==> src/hdl/srg_pkg.sv <==
`default_nettype none

package srg_pkg;

   localparam int DATA_W      = 32;
   localparam int CHUNK_W     = 7;
   localparam int DEF_MAX_RUN = 64;

   localparam logic [CHUNK_W-1:0] CHUNK_RESET = CHUNK_W'(64);

   typedef struct packed {
      logic signed [DATA_W-1:0] value;
      logic                     end_of_input;
   } req_item_type;

   typedef struct packed {
      logic signed [DATA_W-1:0] sorted_value;
      logic                     run_last;
   } rsp_item_type;

   // per-cycle command broadcast along the cell row
   typedef struct packed {
      logic insert;
      logic drain;
   } cell_ctl_type;

endpackage

`default_nettype wire

==> src/hdl/srg_cell.sv <==
`default_nettype none

module srg_cell (
   input  wire logic                                 clock,
   input  wire logic                                 reset,
   input  wire srg_pkg::cell_ctl_type                ctl,
   input  wire logic signed [srg_pkg::DATA_W-1:0]    new_value,
   input  wire logic signed [srg_pkg::DATA_W-1:0]    left_value,
   input  wire logic                                 left_valid,
   input  wire logic                                 left_gt,
   input  wire logic signed [srg_pkg::DATA_W-1:0]    right_value,
   input  wire logic                                 right_valid,
   output logic signed [srg_pkg::DATA_W-1:0]         value,
   output logic                                      valid,
   output logic                                      gt
);
   import srg_pkg::*;

   logic signed [DATA_W-1:0] value_ff;
   logic signed [DATA_W-1:0] value_in;
   logic                     valid_ff;
   logic                     valid_in;
   logic                     take;

   // strict compare keeps equal values in arrival order
   assign gt = valid_ff && (value_ff > new_value);

   // a larger entry moves right; the first empty cell after the fill takes one too
   assign take = gt || (!valid_ff && left_valid);

   always_comb begin
      value_in = value_ff;
      valid_in = valid_ff;
      if (ctl.drain) begin
         value_in = right_value;
         valid_in = right_valid;
      end else if (ctl.insert && take) begin
         value_in = left_gt ? left_value : new_value;
         valid_in = 1'b1;
      end
   end

   always_ff @(posedge clock) begin
      if (reset) begin
         valid_ff <= 1'b0;
      end else begin
         valid_ff <= valid_in;
      end
      value_ff <= value_in;
   end

   assign value = value_ff;
   assign valid = valid_ff;

endmodule

`default_nettype wire
==> config.mk <==
export PLATFORM = sky130hd
export DESIGN_NAME = srg_cell
export DESIGN_NICKNAME = d
export VERILOG_FILES = /design/src/hdl/srg_pkg.sv /design/src/hdl/srg_cell.sv
export SDC_FILE = /design/constraint.sdc
export NUM_CORES = 1
export LEC_CHECK = 0
export BUFFER_PORTS_ARGS = -buffer_cell sky130_fd_sc_hd__clkbuf_2
export CAP_MARGIN = 25
export CORE_AREA = 2 2 78 80
export DETAILED_ROUTE_END_ITERATION = 16
export DIE_AREA = 0 0 80 82
export HOLD_SLACK_MARGIN = 0.06
export PLACE_DENSITY_LB_ADDON = 0.25
export SYNTH_ARGS = -nofsm -noshare
export SYNTH_HDL_FRONTEND = slang
export SYNTH_SLANG_ARGS = --single-unit
==> constraint.sdc <==
create_clock -name clock -period 3.45 [get_ports clock]
set_input_delay 0.1725 -clock clock [delete_from_list [all_inputs] [get_ports clock]]
set_output_delay 0.1725 -clock clock [all_outputs]
set_load 0.05 [all_outputs]
* After elaboration in Yosys (flattened, before gate mapping)
Cells that the tools add are included.
Operators by class: muxes and demuxes 5, bitwise operators 0, reduce and logical (&&, ||, !) cells 6, order comparisons 1, eq/ne operators 0, divide/modulo/power cells 0, $mul 0, shift-type cells 0, $add $sub $neg 0
Operator list (count):
- $mux W32 | 3
- $gt A32 B32 Y1 | 1
- $logic_and A1 B1 Y1 | 3
- $mux W1 | 2
- $reduce_bool A2 Y1 | 1
- $logic_not A1 Y1 | 1
- $logic_or A1 B1 Y1 | 1
Storage, ports and cells: word-level logic and storage cells 14, output and inout bits 34, bits in read-only memories 0, latch bits 0, RAM bits 0, input bits 103, memories 0, flip-flop bits (word level) 33

* Depth between registers and ports, before layout
depth in word-level cells 6, depth in mapped cells 8, gate-level depth less buffers 8

* Worst setup path before layout
OpenSTA, ideal clock, no wires.
kind reg-to-reg, start point reg value_ff[14], in the netlist value[14], end point reg value_ff[0], in the netlist value[0] (enable), setup slack 0.454 ns, arrival 2.517 ns, cell stages (with the launch flop) 8, path through edfxtp_1 -> ha_1 -> nand4_2 -> nor4_2 -> a31oi_1 -> and3_4 -> a211oi_2 -> nand2_1
Between the ends: longest elaborated chain between the ends 5
Ends and longest elaborated chain:
- start: declaration | RTL line srg_cell.sv:19 | logic signed [DATA_W-1:0] value_ff;
- start signal: assignment | RTL line srg_cell.sv:49 | value_ff <= value_in;
- $gt A32 B32 Y1 | RTL line srg_cell.sv:26 | assign gt = valid_ff && (value_ff > new_value);
- $logic_and A1 B1 Y1 | RTL line srg_cell.sv:26
- $logic_or A1 B1 Y1 | RTL line srg_cell.sv:29 | assign take = gt || (!valid_ff && left_valid);
- $logic_and A1 B1 Y1 | RTL line srg_cell.sv:37 | end else if (ctl.insert && take) begin
- $reduce_bool A2 Y1 (no source line)
No other way between the ends. A chain may end at the register's enable or synchronous reset.

* Worst setup path in the final report
start point reg value_ff[31], in the netlist value[31], end point out gt
Between the ends: longest elaborated chain between the ends 2
Ends and longest elaborated chain:
- $gt A32 B32 Y1 | RTL line srg_cell.sv:26
- $logic_and A1 B1 Y1 | RTL line srg_cell.sv:26
- end: declaration | RTL line srg_cell.sv:15 | output logic gt
No other way between the ends.

==> flow_metrics.py <==
metrics = {
    "run_status": {
        "status": "complete, no violations",
    },
    "clocking": {
        "cts_tree": "done",
        "cts_resized": 0,
        "worstSkewPairLatency_ns": 0.28,
        "cts.reportedPaths.clkPinSlew_ns": 0.06,
        "clock_sinks": 33,
        "hold_bufs_at_cts": 1,
        "cts_root_buf": "clkbuf_8",
        "cts-htree-levels": 2,
        "numCtsBuffers": 5,
        "cts_setup_buffers": 0,
        "clock_tree_buffer_depth": 2,
    },
    "route": {
        "detail_route.iter0.violations": 57,
        "route.detailed.drc": 0,
        "drt_pass1_iterations": 4,
        "total_routed_length_mm": 6.23,
        "wire_per_inst_um": 12.9,
        "vias": 2382,
        "vias_per_cell": 4.94,
        "drtAntennaViolNets": 0,
    },
    "critical_path": {
        "cp_data_arrival_time_ns": 2.57,
        "cp_slowest_cell": "edfxtp_1",
        "critPathCapture": "gt",
        "r2r.worst_path.cells": 8,
        "ff2ff_setup_slack_ns": 1.01,
        "startpoint": "value[31]",
        "worst_path_largest_cell_delay_ns": 0.39,
        "path_cells": "ha_1, nand4_1, nor2_1, a22oi_1, o211ai_1, or3_1, a21boi_1, clkbuf_2",
        "reg2reg_to": "value[2]",
        "critical_path.startpoint_type": "flip-flop",
        "cp-end-kind": "output pin",
        "critical_path_required_ns": 3.28,
        "critical_path_class": "reg2out",
        "worstPathMaxFanout": 6,
        "regToRegStartpoint": "value[14]",
    },
    "placement": {
        "place_congestion": 0.762,
        "dp_slack_ns": 0.997,
        "place.detailed.hpwl_mm": 5.05,
        "io_buffers": 136,
        "post-place-cells": 471,
        "placed_standard_cell_area_um2": 3280,
    },
    "power": {
        "total_chip_power_uw": 1290,
        "power.density_nw_per_um2": 378,
        "leakage_uw": 0.00181,
        "peakVddDrop_mv": 0.198,
    },
    "floorplan": {
        "floorplan.core_area_um2": 5750,
        "rows": 28,
        "die_area_um2": 6560,
        "floorplan.die.width_um": 80,
        "effective_utilization_at_floorplan_pct": 44.1,
        "vertical_die_dimension_um": 82,
        "io_pins": 137,
    },
    "timing": {
        "timing.final.ws_setup_ns": 0.708,
        "worstMarginPinSlew_ns": 0.542,
        "setup_repair_after_global_routing_missed_its_margin": "false",
        "min_period_ns": 2.74,
        "slew_violations": 0,
        "setup_viol_count_final": 0,
        "tns_ns": 0,
        "clock.fmax_mhz": 365,
        "final.setup_skew_ns": 0.00489,
        "hold_viol": 0,
        "min_period_over_period_pct": 79.5,
        "relative_max_transition_margin_pct": 63.9,
    },
    "grt": {
        "first_global_vias": 2221,
        "grt_start_max_net_pins": 68,
        "grt_antenna_before_repair": 0,
        "groute.usage.overall_pct": 19.4,
        "grt_first_pass_wirelength_mm": 9.92,
        "global_route.overflow_total": 0,
    },
    "synth": {
        "post-synth-top-count-cell": "nand2_1",
        "synthesis.yosys.warnings": 0,
        "async_flop_share_pct": 0,
        "post_synth_top_area_cell": "edfxtp_1",
        "synth_sequential_area_ratio_pct": 38.8,
        "postSynth.topFlopCell": "edfxtp_1",
        "postSynthCellCount": 269,
        "ys_types": 31,
        "mappedNetlistNets": 404,
        "post-synth-top-area-fraction_pct": 38.0,
        "synth-edff-count": 32,
        "synth_common_cells": "43 x nand2_1, 37 x o21ai_0, 34 x inv_1",
        "postSynthRegisterBits": 33,
        "synth_top_cells_by_area": "edfxtp_1 38%, ha_1 16%, mux2i_1 13%, o21ai_0 7.3%, nand2_1 6.4%",
        "syn_avg_cell_area_um2": 9.41,
        "syn-cell-area_um2": 2530,
    },
    "worst_hold_path": {
        "hold_path_depth": 3,
        "class_of_the_most_critical_hold_timing_path": "in2reg",
    },
    "cells_and_area": {
        "fill_cells": 546,
        "drive_gt1_share_pct": 37.1,
        "antenna_cells": 0,
        "post-route-cell-area_um2": 3420,
        "nets": 541,
        "area.growth.synth_to_final_pct": 35.2,
        "layout.cells.non_filler": 482,
    },
    "flow_run": {
        "drv.max_cap_violation_count": 0,
    },
}
[cell usage in the layout (no fill, tap or decap), types with 2 or more instances in the layout]
| master | count |
|---|---|
| nor2_1 | 5 |
| mux2i_1 | 32 |
| a31oi_1 | 2 |
| clkbuf_1 | 2 |
| nand2_1 | 43 |
| nand3_1 | 2 |
| clkbuf_2 | 136 |
| inv_1 | 34 |
| nor3_1 | 2 |
| buf_4 | 2 |
| o21ai_0 | 37 |
| ha_1 | 32 |
| a21oi_1 | 13 |
| clkbuf_8 | 6 |
| o211ai_1 | 2 |
| edfxtp_1 | 32 |
| nand4_1 | 6 |
[critical path: cells and delay by family (launching register included)]
family,cells,cell delay [ns]
AO/OA/AOI/OAI,3,0.57
adder cells (fa/ha/maj),1,0.38
buffers and inverters,1,0.30
flip-flops,1,0.39
AND/OR/NAND/NOR,3,0.65
[power breakdown]
group          internal (uW)  switching (uW)
combinational            164             313
clock                    163             137
sequential               494            23.4
total                    820             473
[cell type report]
cell class,count,area [um2],area share [%]
Sequential cell,33,981,28.7
Timing Repair Buffer,141,753,22.0
Tap cell,75,93.8,2.74
Multi-Input combinational cell,191,1380,40.2
Inverter,34,128,3.73
Clock buffer,8,90.1,2.63
[worst min-delay path by stage]
stage	end	slack (ns)	start
after floorplan	valid	0.25	reset
after global placement	valid	0.34	reset
after detailed placement	valid	0.35	reset
after CTS	valid	0.12	right_valid
after global routing	valid	0.15	right_valid
final	valid	0.13	right_valid
[kinds of logic (layout without fill, tap and decap cells)]
logic type | after synthesis | in the layout | synth area share, %
buffers and inverters | 45 | 183 | 6.82
flip-flops | 33 | 33 | 38.8
AO/OA/AOI/OAI | 62 | 62 | 14.1
multiplexers | 32 | 32 | 12.7
adder cells (fa/ha/maj) | 32 | 32 | 15.8
AND/OR/NAND/NOR | 65 | 65 | 11.9
[per-layer routing]
layer  vias to the layer above  routed length [um]  track usage, %
met4                         0                  58            5.08
met3                         4                 367            4.40
met5                         -                   0               0
met1                      1066                2760            24.2
met2                        77                3040            33.9
li1                       1235                   -               -
[state kept, by name, summed over array words and instances, names as in the netlist]
signal,count
value,32
valid,1
[through the flow]
step	hold slack (ns)	utilization, %
floorplan	0.251	-
global placement	0.343	57.0
detailed placement	0.349	57.0
CTS	0.115	58.8
global route	0.145	59.6
finish	0.131	59.6
No activity file was read; power rests on OpenSTA's default activity.
